## config.mk

```make
export PLATFORM = sky130hd
export DESIGN_NAME = deque_with_index_and_search_unit
export DESIGN_NICKNAME = d
export VERILOG_FILES = /design/src/rtl/dwis_pkg.sv /design/src/rtl/dwis_front.sv /design/src/rtl/dwis_queue.sv /design/src/rtl/dwis_back.sv /design/src/rtl/deque_with_index_and_search_unit.sv
export SDC_FILE = /design/constraint.sdc
export NUM_CORES = 1
export LEC_CHECK = 0
export ABC_AREA = 1
export ABC_CLOCK_PERIOD_IN_PS = 9650
export BUFFER_PORTS_ARGS = -buffer_cell sky130_fd_sc_hd__buf_2
export CAP_MARGIN = 20
export CORE_AREA = 2 2 254 256
export DETAILED_ROUTE_END_ITERATION = 8
export DIE_AREA = 0 0 256 258
export PLACE_DENSITY = 0.65
export SLEW_MARGIN = 10
export SYNTH_ARGS = -nofsm -noshare
export SYNTH_HDL_FRONTEND = slang
export SYNTH_SLANG_ARGS = --single-unit
```

## constraint.sdc

```tcl
create_clock -name clk -period 9.65 [get_ports clk]
set_clock_uncertainty 0.05 [all_clocks]
set_input_delay 0.965 -clock clk [delete_from_list [all_inputs] [get_ports clk]]
set_output_delay 0.965 -clock clk [all_outputs]
set_load 0.01 [all_outputs]
```

## src/rtl/dwis_pkg.sv

```systemverilog
// Shared types, constants and ring helpers for the deque unit.
`default_nettype none

package dwis_pkg;

	localparam int DEPTH       = 16;
	localparam int PTR_W       = $clog2(DEPTH);
	localparam int CNT_W       = $clog2(DEPTH + 1);
	localparam int POS_W       = 4;
	localparam int CMP_W       = (POS_W > CNT_W) ? POS_W : CNT_W;
	localparam int VAL_W       = 32;
	localparam int CMD_W       = 3;
	localparam int ELEM_CNT_W  = 5;
	localparam int STAT_W      = 2;
	localparam int IN_TDATA_W  = 40;
	localparam int OUT_TDATA_W = 40;
	localparam int QUEUE_DEPTH = 2;
	localparam int QPTR_W      = $clog2(QUEUE_DEPTH);
	localparam int QFILL_W     = $clog2(QUEUE_DEPTH + 1);

	// command codes on the input stream
	localparam logic [CMD_W-1:0] CMD_PUSH_FRONT = 3'd0;
	localparam logic [CMD_W-1:0] CMD_PUSH_BACK  = 3'd1;
	localparam logic [CMD_W-1:0] CMD_POP_FRONT  = 3'd2;
	localparam logic [CMD_W-1:0] CMD_POP_BACK   = 3'd3;
	localparam logic [CMD_W-1:0] CMD_READ       = 3'd4;
	localparam logic [CMD_W-1:0] CMD_WRITE      = 3'd5;
	localparam logic [CMD_W-1:0] CMD_SEARCH     = 3'd6;

	// result status codes
	localparam logic [STAT_W-1:0] ST_OK    = 2'd0;
	localparam logic [STAT_W-1:0] ST_EMPTY = 2'd1;
	localparam logic [STAT_W-1:0] ST_RANGE = 2'd2;
	localparam logic [STAT_W-1:0] ST_FULL  = 2'd3;

	typedef enum logic [2:0] {
		OP_PUSH_FRONT,
		OP_PUSH_BACK,
		OP_POP_FRONT,
		OP_POP_BACK,
		OP_READ,
		OP_WRITE,
		OP_SEARCH,
		OP_NOP
	} op_kind_t;

	typedef struct packed {
		op_kind_t                 kind;
		logic [POS_W-1:0]         position;
		logic signed [VAL_W-1:0]  value;
	} op_t;

	typedef struct packed {
		logic full;
		logic empty;
	} q_status_t;

	typedef struct packed {
		logic signed [VAL_W-1:0] read_value;
		logic                    found;
		logic [CNT_W-1:0]        count;
		logic [STAT_W-1:0]       status;
	} res_t;

	typedef enum logic [1:0] {
		BK_IDLE,
		BK_READ,
		BK_SRCH
	} back_state_t;

	// (base + off) mod DEPTH, both operands below DEPTH
	function automatic logic [PTR_W-1:0] ring_add(input logic [PTR_W-1:0] base,
			input logic [PTR_W-1:0] off);
		logic [PTR_W:0] sum;
		sum = {1'b0, base} + {1'b0, off};
		if (sum >= (PTR_W+1)'(DEPTH)) begin
			sum = sum - (PTR_W+1)'(DEPTH);
		end
		return sum[PTR_W-1:0];
	endfunction

	// (base - 1) mod DEPTH
	function automatic logic [PTR_W-1:0] ring_dec(input logic [PTR_W-1:0] base);
		logic [PTR_W-1:0] r;
		if (base == '0) begin
			r = PTR_W'(DEPTH - 1);
		end else begin
			r = base - PTR_W'(1);
		end
		return r;
	endfunction

endpackage

`default_nettype wire

```

## src/rtl/dwis_front.sv

```systemverilog
// Front end: takes input items, decodes the command and feeds the queue.
`default_nettype none

module dwis_front
	import dwis_pkg::*;
(
	input  wire logic                  clk,
	input  wire logic                  arst_n,
	input  wire logic                  s_axis_tvalid,
	output logic                       s_axis_tready,
	input  wire logic [IN_TDATA_W-1:0] s_axis_tdata,
	input  wire q_status_t             q_stat,
	output logic                       q_push,
	output op_t                        q_data
);

	logic [CMD_W-1:0] cmd;
	op_kind_t         kind;
	logic             seen_q;

	assign cmd = s_axis_tdata[CMD_W-1:0];

	always_comb begin
		case (cmd)
			CMD_PUSH_FRONT: kind = OP_PUSH_FRONT;
			CMD_PUSH_BACK:  kind = OP_PUSH_BACK;
			CMD_POP_FRONT:  kind = OP_POP_FRONT;
			CMD_POP_BACK:   kind = OP_POP_BACK;
			CMD_READ:       kind = OP_READ;
			CMD_WRITE:      kind = OP_WRITE;
			CMD_SEARCH:     kind = OP_SEARCH;
			default:        kind = OP_NOP;
		endcase
	end

	// ready only once out of reset and while the queue has room
	always_ff @(posedge clk or negedge arst_n) begin
		if (!arst_n) begin
			seen_q <= 1'b0;
		end else begin
			seen_q <= 1'b1;
		end
	end

	assign s_axis_tready   = seen_q && !q_stat.full;
	assign q_push          = s_axis_tvalid && s_axis_tready;
	assign q_data.kind     = kind;
	assign q_data.position = s_axis_tdata[CMD_W +: POS_W];
	assign q_data.value    = s_axis_tdata[CMD_W + POS_W +: VAL_W];

endmodule

`default_nettype wire

```

## src/rtl/dwis_queue.sv

```systemverilog
// Short command queue between front and back end.
`default_nettype none

module dwis_queue
	import dwis_pkg::*;
(
	input  wire logic  clk,
	input  wire logic  arst_n,
	input  wire logic  push,
	input  wire op_t   push_data,
	input  wire logic  pop,
	output op_t        head,
	output q_status_t  stat
);

	op_t                entry_q [QUEUE_DEPTH];
	logic [QPTR_W-1:0]  wr_ptr_q;
	logic [QPTR_W-1:0]  rd_ptr_q;
	logic [QFILL_W-1:0] fill_q;
	logic               do_push;
	logic               do_pop;

	assign stat.full  = (fill_q == QFILL_W'(QUEUE_DEPTH));
	assign stat.empty = (fill_q == '0);
	assign do_push    = push && !stat.full;
	assign do_pop     = pop && !stat.empty;
	assign head       = entry_q[rd_ptr_q];

	always_ff @(posedge clk) begin
		if (do_push) begin
			entry_q[wr_ptr_q] <= push_data;
		end
	end

	always_ff @(posedge clk or negedge arst_n) begin
		if (!arst_n) begin
			wr_ptr_q <= '0;
			rd_ptr_q <= '0;
			fill_q   <= '0;
		end else begin
			if (do_push) begin
				wr_ptr_q <= (wr_ptr_q == QPTR_W'(QUEUE_DEPTH - 1)) ? '0 : wr_ptr_q + QPTR_W'(1);
			end
			if (do_pop) begin
				rd_ptr_q <= (rd_ptr_q == QPTR_W'(QUEUE_DEPTH - 1)) ? '0 : rd_ptr_q + QPTR_W'(1);
			end
			case ({do_push, do_pop})
				2'b10:   fill_q <= fill_q + QFILL_W'(1);
				2'b01:   fill_q <= fill_q - QFILL_W'(1);
				default: fill_q <= fill_q;
			endcase
		end
	end

endmodule

`default_nettype wire

```

## src/rtl/dwis_back.sv

```systemverilog
// Back end: ring store, pointers, search walk and result register.
`default_nettype none

module dwis_back
	import dwis_pkg::*;
(
	input  wire logic                   clk,
	input  wire logic                   arst_n,
	input  wire q_status_t              q_stat,
	input  wire op_t                    q_head,
	output logic                        q_pop,
	output logic                        m_axis_tvalid,
	input  wire logic                   m_axis_tready,
	output logic [OUT_TDATA_W-1:0]      m_axis_tdata
);

	back_state_t             state_q, state_d;
	logic [PTR_W-1:0]        fp_q, fp_d;
	logic [CNT_W-1:0]        cnt_q, cnt_d;
	logic [PTR_W-1:0]        idx_q, idx_d;
	op_t                     cur_q;
	logic                    out_vld_q;
	res_t                    res_q, res_d;
	logic                    res_ld;

	logic signed [VAL_W-1:0] mem [DEPTH];
	logic signed [VAL_W-1:0] rdata_q;
	logic                    mem_we;
	logic [PTR_W-1:0]        waddr;
	logic [PTR_W-1:0]        raddr;

	logic out_free;
	logic take;
	logic full;
	logic empty;
	logic pos_ok;
	logic hit;
	logic last;

	assign out_free = !out_vld_q || m_axis_tready;
	assign take     = (state_q == BK_IDLE) && !q_stat.empty && out_free;
	assign full     = (cnt_q == CNT_W'(DEPTH));
	assign empty    = (cnt_q == '0);
	assign pos_ok   = CMP_W'(q_head.position) < CMP_W'(cnt_q);
	assign hit      = (rdata_q == cur_q.value);
	assign last     = (CNT_W'(idx_q) + CNT_W'(1)) == cnt_q;

	// next state
	always_comb begin
		state_d = state_q;
		case (state_q)
			BK_IDLE: begin
				if (take) begin
					if (q_head.kind == OP_READ && pos_ok) begin
						state_d = BK_READ;
					end else if (q_head.kind == OP_SEARCH && !empty) begin
						state_d = BK_SRCH;
					end
				end
			end
			BK_READ: state_d = BK_IDLE;
			BK_SRCH: begin
				if (hit || last) begin
					state_d = BK_IDLE;
				end
			end
			default: state_d = BK_IDLE;
		endcase
	end

	// datapath and result
	always_comb begin
		q_pop            = 1'b0;
		mem_we           = 1'b0;
		waddr            = fp_q;
		raddr            = fp_q;
		fp_d             = fp_q;
		cnt_d            = cnt_q;
		idx_d            = idx_q;
		res_ld           = 1'b0;
		res_d.read_value = '0;
		res_d.found      = 1'b0;
		res_d.status     = ST_OK;
		case (state_q)
			BK_IDLE: begin
				if (take) begin
					q_pop = 1'b1;
					case (q_head.kind)
						OP_PUSH_FRONT: begin
							res_ld = 1'b1;
							if (full) begin
								res_d.status = ST_FULL;
							end else begin
								fp_d   = ring_dec(fp_q);
								waddr  = ring_dec(fp_q);
								mem_we = 1'b1;
								cnt_d  = cnt_q + CNT_W'(1);
							end
						end
						OP_PUSH_BACK: begin
							res_ld = 1'b1;
							if (full) begin
								res_d.status = ST_FULL;
							end else begin
								waddr  = ring_add(fp_q, PTR_W'(cnt_q));
								mem_we = 1'b1;
								cnt_d  = cnt_q + CNT_W'(1);
							end
						end
						OP_POP_FRONT: begin
							res_ld = 1'b1;
							if (empty) begin
								res_d.status = ST_EMPTY;
							end else begin
								fp_d  = ring_add(fp_q, PTR_W'(1));
								cnt_d = cnt_q - CNT_W'(1);
							end
						end
						OP_POP_BACK: begin
							res_ld = 1'b1;
							if (empty) begin
								res_d.status = ST_EMPTY;
							end else begin
								cnt_d = cnt_q - CNT_W'(1);
							end
						end
						OP_READ: begin
							if (!pos_ok) begin
								res_ld       = 1'b1;
								res_d.status = ST_RANGE;
							end else begin
								raddr = ring_add(fp_q, PTR_W'(q_head.position));
							end
						end
						OP_WRITE: begin
							res_ld = 1'b1;
							if (!pos_ok) begin
								res_d.status = ST_RANGE;
							end else begin
								waddr  = ring_add(fp_q, PTR_W'(q_head.position));
								mem_we = 1'b1;
							end
						end
						OP_SEARCH: begin
							if (empty) begin
								res_ld = 1'b1;
							end else begin
								raddr = fp_q;
								idx_d = '0;
							end
						end
						default: res_ld = 1'b1;
					endcase
				end
			end
			BK_READ: begin
				res_ld           = 1'b1;
				res_d.read_value = rdata_q;
			end
			BK_SRCH: begin
				if (hit || last) begin
					res_ld      = 1'b1;
					res_d.found = hit;
				end else begin
					idx_d = idx_q + PTR_W'(1);
					raddr = ring_add(fp_q, idx_q + PTR_W'(1));
				end
			end
			default: ;
		endcase
		res_d.count = cnt_d;
	end

	// ring store, contents undefined until written
	always_ff @(posedge clk) begin
		if (mem_we) begin
			mem[waddr] <= q_head.value;
		end
		rdata_q <= mem[raddr];
	end

	always_ff @(posedge clk) begin
		if (q_pop) begin
			cur_q <= q_head;
		end
		idx_q <= idx_d;
		if (res_ld) begin
			res_q <= res_d;
		end
	end

	always_ff @(posedge clk or negedge arst_n) begin
		if (!arst_n) begin
			state_q   <= BK_IDLE;
			fp_q      <= '0;
			cnt_q     <= '0;
			out_vld_q <= 1'b0;
		end else begin
			state_q <= state_d;
			fp_q    <= fp_d;
			cnt_q   <= cnt_d;
			if (res_ld) begin
				out_vld_q <= 1'b1;
			end else if (m_axis_tready) begin
				out_vld_q <= 1'b0;
			end
		end
	end

	assign m_axis_tvalid = out_vld_q;
	assign m_axis_tdata  = {res_q.status, ELEM_CNT_W'(res_q.count), res_q.found,
		res_q.read_value};

endmodule

`default_nettype wire

```

## src/rtl/deque_with_index_and_search_unit.sv

```systemverilog
// Top level of the double-ended queue with indexed access and search.
// A bounded deque of 16 signed 32-bit values kept in a ring store. Each input item carries a
// command (push front/back, pop front/back, read/write at a position from the front, search
// for a value) and yields exactly one result item with the read value, a found flag, the
// element count after the command and a status (ok, empty on pop, position out of range,
// full on push). Faulting commands leave the queue unchanged. Items enter a two-entry
// command queue the cycle they are accepted; the back end takes one command per cycle at
// best. Push, pop, write, no-op and every faulting command finish in the back end's idle
// state; a read also passes through the read state (registered read of the ring store's
// single read port); a search walks the stored elements one per cycle through that same
// read port until the first match or the last element. The input side keeps accepting
// while the queue has room and a result waits in the output register. The ring store has
// no reset: it needs no clearing pass, since only stored elements are ever read.
`default_nettype none

module deque_with_index_and_search_unit
	import dwis_pkg::*;
(
	input  wire logic                   clk,
	input  wire logic                   arst_n,
	// s_axis_tdata: cmd[2:0], position[6:3], value[38:7], zero pad[39]
	input  wire logic                   s_axis_tvalid,
	output logic                        s_axis_tready,
	input  wire logic [IN_TDATA_W-1:0]  s_axis_tdata,
	// m_axis_tdata: read_value[31:0], found[32], element_count[37:33], status[39:38]
	output logic                        m_axis_tvalid,
	input  wire logic                   m_axis_tready,
	output logic [OUT_TDATA_W-1:0]      m_axis_tdata
);

	// front -> queue
	logic      q_push;
	op_t       q_in;
	// queue -> back
	op_t       q_head;
	logic      q_pop;
	q_status_t q_stat;

	// decode and admission
	dwis_front u_front (
		.clk           (clk),
		.arst_n        (arst_n),
		.s_axis_tvalid (s_axis_tvalid),
		.s_axis_tready (s_axis_tready),
		.s_axis_tdata  (s_axis_tdata),
		.q_stat        (q_stat),
		.q_push        (q_push),
		.q_data        (q_in)
	);

	// decouples admission from execution
	dwis_queue u_queue (
		.clk       (clk),
		.arst_n    (arst_n),
		.push      (q_push),
		.push_data (q_in),
		.pop       (q_pop),
		.head      (q_head),
		.stat      (q_stat)
	);

	// ring store, pointers, search and result register
	dwis_back u_back (
		.clk           (clk),
		.arst_n        (arst_n),
		.q_stat        (q_stat),
		.q_head        (q_head),
		.q_pop         (q_pop),
		.m_axis_tvalid (m_axis_tvalid),
		.m_axis_tready (m_axis_tready),
		.m_axis_tdata  (m_axis_tdata)
	);

endmodule

`default_nettype wire

```

==> results of run 1 <==
## registers in the layout, summed over array words and instances (netlist names), 2 cells and up
register / cells
u_back.state_q: 2
u_back.cur_q: 32
u_back.rdata_q: 32
u_back.cnt_q: 5
u_queue.entry_q: 78
u_back.m_axis_tdata: 40
u_back.idx_q: 4
u_back.fp_q: 4
u_queue.fill_q: 2
u_back.mem: 512
## cell families (layout without fill, tap and decap cells)
logic type	Yosys count	count (layout)	synth area share, %
xor+xnor	45	45	1.26
simple gates	1363	1363	19.9
fa+ha+maj	23	23	0.993
compound gates	66	66	1.38
flops	715	715	67.4
buf+inv	687	797	9.05
other cells	1	1	0.0120
## layout make-up
| type | instances | area (µm²) | area share [%] |
|---|---|---|---|
| Sequential cell | 715 | 21100 | 60.4 |
| Multi-Input combinational cell | 1498 | 7570 | 21.7 |
| Clock buffer | 108 | 2150 | 6.18 |
| Inverter | 542 | 2030 | 5.84 |
| Tap cell | 855 | 1070 | 3.07 |
| Timing Repair Buffer | 121 | 698 | 2.00 |
| Clock inverter | 26 | 260 | 0.747 |
## routing by layer
metal  up-vias  global-route usage (%)  wire (µm)
li1       9707                       -          -
met1     10000                    30.6      31800
met2       871                    39.0      36800
met3       181                    3.78       5790
met4         0                    10.1       2700
met5         -                       0          0
## stage by stage
step,area [µm²],utilization (%)
finish,34900,54.8
global route,34900,54.8
CTS,34900,54.8
detailed placement,32400,51.0
global placement,32400,51.0
floorplan,31300,-
## synth_stat cells, types with 3 or more instances
library cell  count  share of area (%)
a22oi_1           4              0.096
o22ai_1           3              0.060
edfxtp_1        666                 64
a21oi_1          16               0.26
o21ai_1           4              0.064
inv_2             3              0.036
nand2_1         542                6.5
ha_1             20               0.80
nand2_2           8               0.16
inv_1           534                6.4
o21ai_2           3              0.084
buf_4             4              0.096
buf_6            19               0.68
a21oi_2           3              0.084
nor3_1            7               0.11
nand3_1         628                 10
fa_1              3               0.19
o21ai_0          14               0.22
dfxtp_1          32                2.0
clkbuf_1         37               0.44
nand4_1           5               0.10
o211ai_1          8               0.19
xor2_1           16               0.45
buf_2            73                1.2
nor2_2            4              0.080
nor2_1           99                1.2
dfrtp_1          17                1.4
nand3b_1         64                1.5
buf_1            12               0.14
clkinv_1          5              0.060
xnor2_1          29               0.81
## worst max-delay path, stage by stage, from the launching register on
cell and delay, ns:
dfrtp_2 0.40, inv_2 0.70, nand2_1 0.10, nand2_1 0.18, ha_1 0.25, inv_1 0.08
nor2_1 0.05, a22oi_2 0.19, nand2_2 0.18, o21ai_1 0.27, nor2_1 0.10, nor2_2 0.16
nand3_4 0.57, nand2_8 0.98, buf_4 0.92, nand2_1 0.13, nand3_1 0.12, nand3_1 0.10
nand3_1 0.16, nand2_1 0.08
## worst max-delay path by stage
stage / end / depth (start not counted) / slack, ns
2_1_floorplan: u_back.mem[8][0] / 12 / 4.90
3_3_place_gp: u_back.rdata_q[5] / 19 / 3.67
3_5_place_dp: u_back.rdata_q[4] / 19 / 3.67
4_1_cts: u_back.rdata_q[4] / 19 / 3.65
5_1_grt: u_back.rdata_q[4] / 19 / 3.13
6_report: u_back.rdata_q[11] / 19 / 3.63
==> qor.yml, run 1 <==
synthFlopType: "edfxtp_1"
grt_pass1_wl_um: 118000
cts_setup_buffers: 0
yosysWarnings: 0
max_cap_violations: 0
cp_data_arrival_time_ns: 6.47
crit_required_ns: 10.10
final_common_cell: "edfxtp_1"
track_usage_pct: 23.4
synth_seq_cells: 715
cts_tree: "built"
firstDrtPassIters: 5
grt_pass1_vias: 20700
final_cells: 3865
grt_antenna_before_repair: 0
pre_cts_slack_ns: 3.67
gp_congestion: 0.836
dieArea_um2: 66000
drt-total-wl_um: 77000
min_period_ns: 6.02
cp_max_fo: 133
core_um2: 63600
final_cell_mix: "666 x edfxtp_1, 627 x nand3_1, 540 x nand2_1, 534 x inv_1, 84 x buf_2"
clk_latency_ns: 0.62
antenna_left: 0
wl_per_cell_um: 19.9
synthToLayoutAreaGrowth_pct: 11.5
vias: 20800
finalSetupViolCount: 0
cts_root_buf: "clkbuf_16"
dieWidth_um: 256
num_antenna_cells: 0
die_h_um: 258
cts_made_buffers: 74
htree_levels: 3
synthCells: 2900
drtIter0Drc: 1880
synthesis.area_um2: 31300
timing.setup.tns_ns: 0
endpoint_kind: "register"
hold_path_class: "input pin to async pin"
io-pin-count: 86
reg2reg_depth: 19
max_freq_mhz: 166
port_buffers: 84
start_util_pct: 49.1
worstMarginPinSlew_ns: 1.11
post_drt_via_cell_ratio: 5.38
path_clk_slew_ns: 0.06
overflow: 0
syn_avg_cell_area_um2: 10.8
place_hpwl_um: 40800
slew_violations: 0
reg2reg_slack_ns: 3.63
slew_headroom_pct: 25.8
finalNetCount: 3019
hold_viol_final: 0
synth_cell_types: 45
clockBufferDepth: 3
fin_crit_sh_pct: 62.4
grt_max_degree: 134
rsz0062_at_grt: "false"
crit_start: "u_queue.rd_ptr_q"
r2r_end: "u_back.rdata_q[11]"
fillers: 5307
async_flop_share_pct: 2.38
status: "completed"
rows: 93
fin_ws_ns: 3.63
cts_resized: 0
placedCellCount: 3731
numClockSinks: 715
hold_buffers: 0
synthesis.nets: 2967
synth_edf_count: 666
drc: 0
yosysSeqAreaShare_pct: 67.4
r2r-start: "u_queue.rd_ptr_q"
drive_gt1_share_pct: 9.14
critical_path_class: "register to register"
whs_ns: 0.239
start_kind: "register"
Power of run 1 is not shown: default switching activity piles up to over one toggle a cycle in this logic, so the estimate is an artifact.
==> run 2, diff against run 1 <==
--- a/config.mk
+++ b/config.mk
@@ -6,7 +6,7 @@
 export NUM_CORES = 1
 export LEC_CHECK = 0
 export ABC_AREA = 1
-export ABC_CLOCK_PERIOD_IN_PS = 9650
+export ABC_CLOCK_PERIOD_IN_PS = 5600
 export BUFFER_PORTS_ARGS = -buffer_cell sky130_fd_sc_hd__buf_2
 export CAP_MARGIN = 20
 export CORE_AREA = 2 2 254 256
==> constraint.sdc (replaced) <==
create_clock -name clk -period 5.6 [get_ports clk]
set_clock_uncertainty 0.05 [all_clocks]
set_input_delay 0.56 -clock clk [delete_from_list [all_inputs] [get_ports clk]]
set_output_delay 0.56 -clock clk [all_outputs]
set_load 0.01 [all_outputs]
==> run 2 against run 1 <==
Against the previous run:
- via count shrank 0.63%
- fmax grew 32%
- worst hold slack lost 0.16 ns
- setup slack lost 2.6 ns
- non-clock buffer count grew 10
- core utilization grew 0.37 points
- final area grew 0.68%
- first-iteration DRC count shrank 3.2%
- die area is the same
- largest cell class unchanged
==> qor.yml, run 2 (synthesis gave the netlist of run 1 again) <==
critical_path_class: "register to register"
cts_tree: "built"
rows: 93
rsz0062_at_grt: "false"
cts_made_buffers: 74
path_clk_slew_ns: 0.06
slew_violations: 0
cp_max_fo: 20
final_cell_mix: "666 x edfxtp_1, 627 x nand3_1, 540 x nand2_1, 534 x inv_1, 84 x buf_2"
antenna_left: 0
numClockSinks: 715
wl_per_cell_um: 19.8
crit_family: "simple AND/OR/NAND/NOR gates"
dieWidth_um: 256
crit_chain: "inv_2 > nand2_1 > nand2_1 > ha_1 > inv_1 > nor3_1 > o21ai_2 > nand2_2 > nand2_1 > o21ai_1 > o221ai_1 > o21ai_0 > nand2_1 > nor2_4 > buf_4"
cp_data_arrival_time_ns: 4.80
vias: 20700
slowest_delay_ns: 0.71
cts_setup_buffers: 0
die_h_um: 258
gp_congestion: 0.842
crit_start: "u_queue.rd_ptr_q"
regMostFlops: "u_back.mem"
largest_reg_flops: 512
grt_antenna_before_repair: 0
fin_crit_sh_pct: 81.4
cts_resized: 0
drt-total-wl_um: 76600
hold_path_class: "input pin to register"
endpoint_kind: "register"
cp_slowest_cell: "dfrtp_2"
min_period_ns: 4.56
place_hpwl_um: 41600
reg2reg_depth: 15
clk_latency_ns: 0.62
drc: 0
grt_pass1_vias: 20400
finalNetCount: 3029
r2r_end: "u_back.mem[0][18]"
num_antenna_cells: 0
overflow: 0
start_util_pct: 49.1
r2r-start: "u_queue.rd_ptr_q"
clockBufferDepth: 3
slew_headroom_pct: 30.2
drive_gt1_share_pct: 9.56
final_common_cell: "edfxtp_1"
status: "completed"
finish.utilization_pct: 55.1
cp_num_buf_inv: 3
post_drt_via_cell_ratio: 5.33
port_buffers: 84
crit_required_ns: 5.84
timing.setup.tns_ns: 0
max_freq_mhz: 219
drtIter0Drc: 1819
worstMarginPinSlew_ns: 1.05
dieArea_um2: 66000
whs_ns: 0.0804
cts_root_buf: "clkbuf_16"
start_kind: "register"
io-pin-count: 86
grt_max_degree: 193
synthToLayoutAreaGrowth_pct: 12.3
track_usage_pct: 23.1
worstHoldStart: "s_axis_tdata[14]"
worstHoldEndpoint: "u_queue.entry_q[1][7]"
core_um2: 63600
placedCellCount: 3740
htree_levels: 3
min_path_cells: 1
hold_viol_final: 0
final_cells: 3878
grt_pass1_wl_um: 117000
cpMostUsedCell: "nand2_1"
max_cap_violations: 0
reg2reg_slack_ns: 1.04
hold_buffers: 1
finalSetupViolCount: 0
firstDrtPassIters: 6
-- run 2: cell count changes in the layout (fill, tap and decap cells not counted), sizes merged --
| cell | delta |
|---|---|
| bufinv | -1 |
| inv | +1 |
| clkinv | +10 |
| clkbuf | -7 |
| buf | +9 |
| dlygate4sd3 | +1 |
-- run 2: area by class of cell --
class / instances / area, µm²
Tap cell: 855 / 1070
Clock inverter: 36 / 325
Sequential cell: 715 / 21100
Multi-Input combinational cell: 1498 / 7570
Fill cell: 5291 / 28600
Inverter: 542 / 2030
Timing Repair Buffer: 131 / 963
Clock buffer: 101 / 2050
-- run 2: stage by stage --
stage          setup WS (ns)  cell area [µm²]
2_1_floorplan           1.26            31300
3_3_place_gp            1.11            32700
3_5_place_dp            1.02            32700
4_1_cts                0.982            35100
5_1_grt                0.573            35100
6_report                1.04            35100
-- run 2: worst reg2reg max path, stage by stage (launching register included) --
cell      delay (ns)
dfrtp_2         0.71
inv_2           0.39
nand2_1         0.14
nand2_1         0.11
ha_1            0.30
inv_1           0.05
nor3_1          0.23
o21ai_2         0.10
nand2_2         0.18
nand2_1         0.07
o21ai_1         0.16
o221ai_1        0.15
o21ai_0         0.35
nand2_1         0.32
nor2_4          0.59
buf_4           0.35
-- run 2: worst max path at each step --
stage / slack [ns] / endpoint / cells after the start
floorplan: 1.26 / u_back.mem[8][0] / 12
detailed placement: 1.02 / u_back.mem[0][16] / 15
global route: 0.57 / u_back.mem[0][18] / 15
finish: 1.04 / u_back.mem[0][18] / 15
CTS: 0.98 / u_back.mem[0][18] / 15
global placement: 1.11 / u_back.mem[0][16] / 15
-- run 2: per-layer routing --
layer	GRT usage [%]	wire [µm]
met5	0	0
met3	2.89	4320
met1	30.5	32900
met4	8.69	2120
met2	39.2	37300
Power of run 2 is left out for the same reason.
==> run 3, diff against run 2 <==
--- a/config.mk
+++ b/config.mk
@@ -6,7 +6,7 @@
 export NUM_CORES = 1
 export LEC_CHECK = 0
 export ABC_AREA = 1
-export ABC_CLOCK_PERIOD_IN_PS = 5600
+export ABC_CLOCK_PERIOD_IN_PS = 4500
 export BUFFER_PORTS_ARGS = -buffer_cell sky130_fd_sc_hd__buf_2
 export CAP_MARGIN = 20
 export CORE_AREA = 2 2 254 256
==> constraint.sdc (replaced) <==
create_clock -name clk -period 4.5 [get_ports clk]
set_clock_uncertainty 0.05 [all_clocks]
set_input_delay 0.45 -clock clk [delete_from_list [all_inputs] [get_ports clk]]
set_output_delay 0.45 -clock clk [all_outputs]
set_load 0.01 [all_outputs]
==> run 3 against run 2 <==
Against the previous run:
- first-iteration DRC count up 14%
- worst hold slack better by 0.080 ns
- via count up 1.2%
- final cell count up 1.8%
- largest cell class unchanged
- critical path type unchanged
==> qor.yml, run 3 (synthesis gave the netlist of run 1 again) <==
track_usage_pct: 23.4
hold_path_class: "input pin to register"
gp_congestion: 0.874
antenna_left: 0
numClockSinks: 715
path_clk_slew_ns: 0.06
cts_root_buf: "clkbuf_16"
min_path_cells: 4
num_antenna_cells: 0
whs_ns: 0.161
timing.setup.tns_ns: 0
drc: 0
place_hpwl_um: 44300
overflow: 0
synthToLayoutAreaGrowth_pct: 14.3
dieWidth_um: 256
cts_tree: "built"
largest_reg_flops: 512
firstDrtPassIters: 5
die_h_um: 258
cts_resized: 0
reg2reg_depth: 17
drt-total-wl_um: 77600
critical_path_class: "register to register"
hold_viol_final: 0
cp.depth: 17
io-pin-count: 86
max_freq_mhz: 245
cpMostUsedCell: "nand2_1"
rsz0062_at_grt: "false"
cts_made_buffers: 74
cp_data_arrival_time_ns: 4.34
max_cap_violations: 0
core_um2: 63600
clockBufferDepth: 3
grt_pass1_wl_um: 119000
final_cell_mix: "666 x edfxtp_1, 627 x nand3_1, 540 x nand2_1, 534 x inv_1, 84 x buf_2"
dieArea_um2: 66000
drtIter0Drc: 2068
slew_headroom_pct: 29.3
hold_buffers: 40
status: "completed"
cp_slowest_cell: "nor2_4"
worstMarginPinSlew_ns: 1.06
clk_latency_ns: 0.63
crit_required_ns: 4.76
vias: 20900
post_drt_via_cell_ratio: 5.29
slowest_delay_ns: 0.81
cp_max_fo: 22
endpoint_kind: "register"
finalNetCount: 3098
seq_area_um2: 21100
grt_pass1_vias: 20700
rows: 93
crit_chain: "buf_4 > nand2_1 > nand2_1 > ha_1 > nand2_1 > nor3_1 > o21ai_2 > nand2_2 > inv_1 > nand2_1 > nand2_1 > o211ai_1 > o21ai_0 > inv_1 > nand2_1 > nor2_4 > buf_4"
cp_num_buf_inv: 4
port_buffers: 84
grt_antenna_before_repair: 0
multiInputGateArea_um2: 7570
fillers: 5302
start_kind: "register"
min_period_ns: 4.09
drive_gt1_share_pct: 10.2
crit_family: "simple AND/OR/NAND/NOR gates"
htree_levels: 3
wl_per_cell_um: 19.6
finalSetupViolCount: 0
cts_setup_buffers: 0
regMostFlops: "u_back.mem"
grt_max_degree: 92
slew_violations: 0
fin_crit_sh_pct: 90.8
start_util_pct: 49.1
final_common_cell: "edfxtp_1"
## run 3: per-stage QoR
stage / std cells / cell area, µm² / util (%) / setup WS (ns)
2_1_floorplan: 2900 / 31300 / - / 0.168
3_3_place_gp: 3769 / 32900 / 51.7 / 0.457
3_5_place_dp: 3769 / 32900 / 51.7 / 0.420
4_1_cts: 3947 / 35700 / 56.1 / 0.436
5_1_grt: 3948 / 35700 / 56.1 / 0.0777
6_report: 3948 / 35700 / 56.1 / 0.414
## run 3: final timing paths
kind	start	end	slack [ns]
worst max-delay path	u_queue.rd_ptr_q	u_back.mem[13][30]	0.41
worst min-delay path	m_axis_tready	u_back.m_axis_tvalid	0.16
worst max register to register	u_queue.rd_ptr_q	u_back.mem[13][30]	0.41
worst min register to register	u_queue.fill_q[1]	u_queue.fill_q[1]	0.46
max in group asynchronous	arst_n	u_queue.rd_ptr_q	3.77
min in group asynchronous	arst_n	u_back.cnt_q[1]	0.27
## run 3: layout make-up
cell class	instances	share of cell area, %
Clock buffer	106	5.89
Clock inverter	32	0.812
Inverter	542	5.69
Multi-Input combinational cell	1498	21.2
Sequential cell	715	59.0
Tap cell	855	2.99
Timing Repair Buffer	200	4.49
## run 3: worst register-to-register path: stages (launching register included)
cell and delay (ns):
dfrtp_2 0.46, buf_4 0.20, nand2_1 0.07, nand2_1 0.11, ha_1 0.30, nand2_1 0.05
nor3_1 0.19, o21ai_2 0.11, nand2_2 0.18, inv_1 0.06, nand2_1 0.06, nand2_1 0.08
o211ai_1 0.19, o21ai_0 0.19, inv_1 0.12, nand2_1 0.15, nor2_4 0.82, buf_4 0.40
## run 3: layer usage
layer | wire length [µm] | part of all wire, % | GRT usage [%] | up-vias
li1 | - | - | - | 9891
met1 | 32500 | 42 | 30.9 | 10200
met2 | 37800 | 49 | 39.9 | 722
met3 | 5280 | 6.8 | 3.48 | 131
met4 | 1980 | 2.6 | 7.99 | 0
met5 | 0 | 0 | 0 | -
Power of run 3 is left out for the same reason.
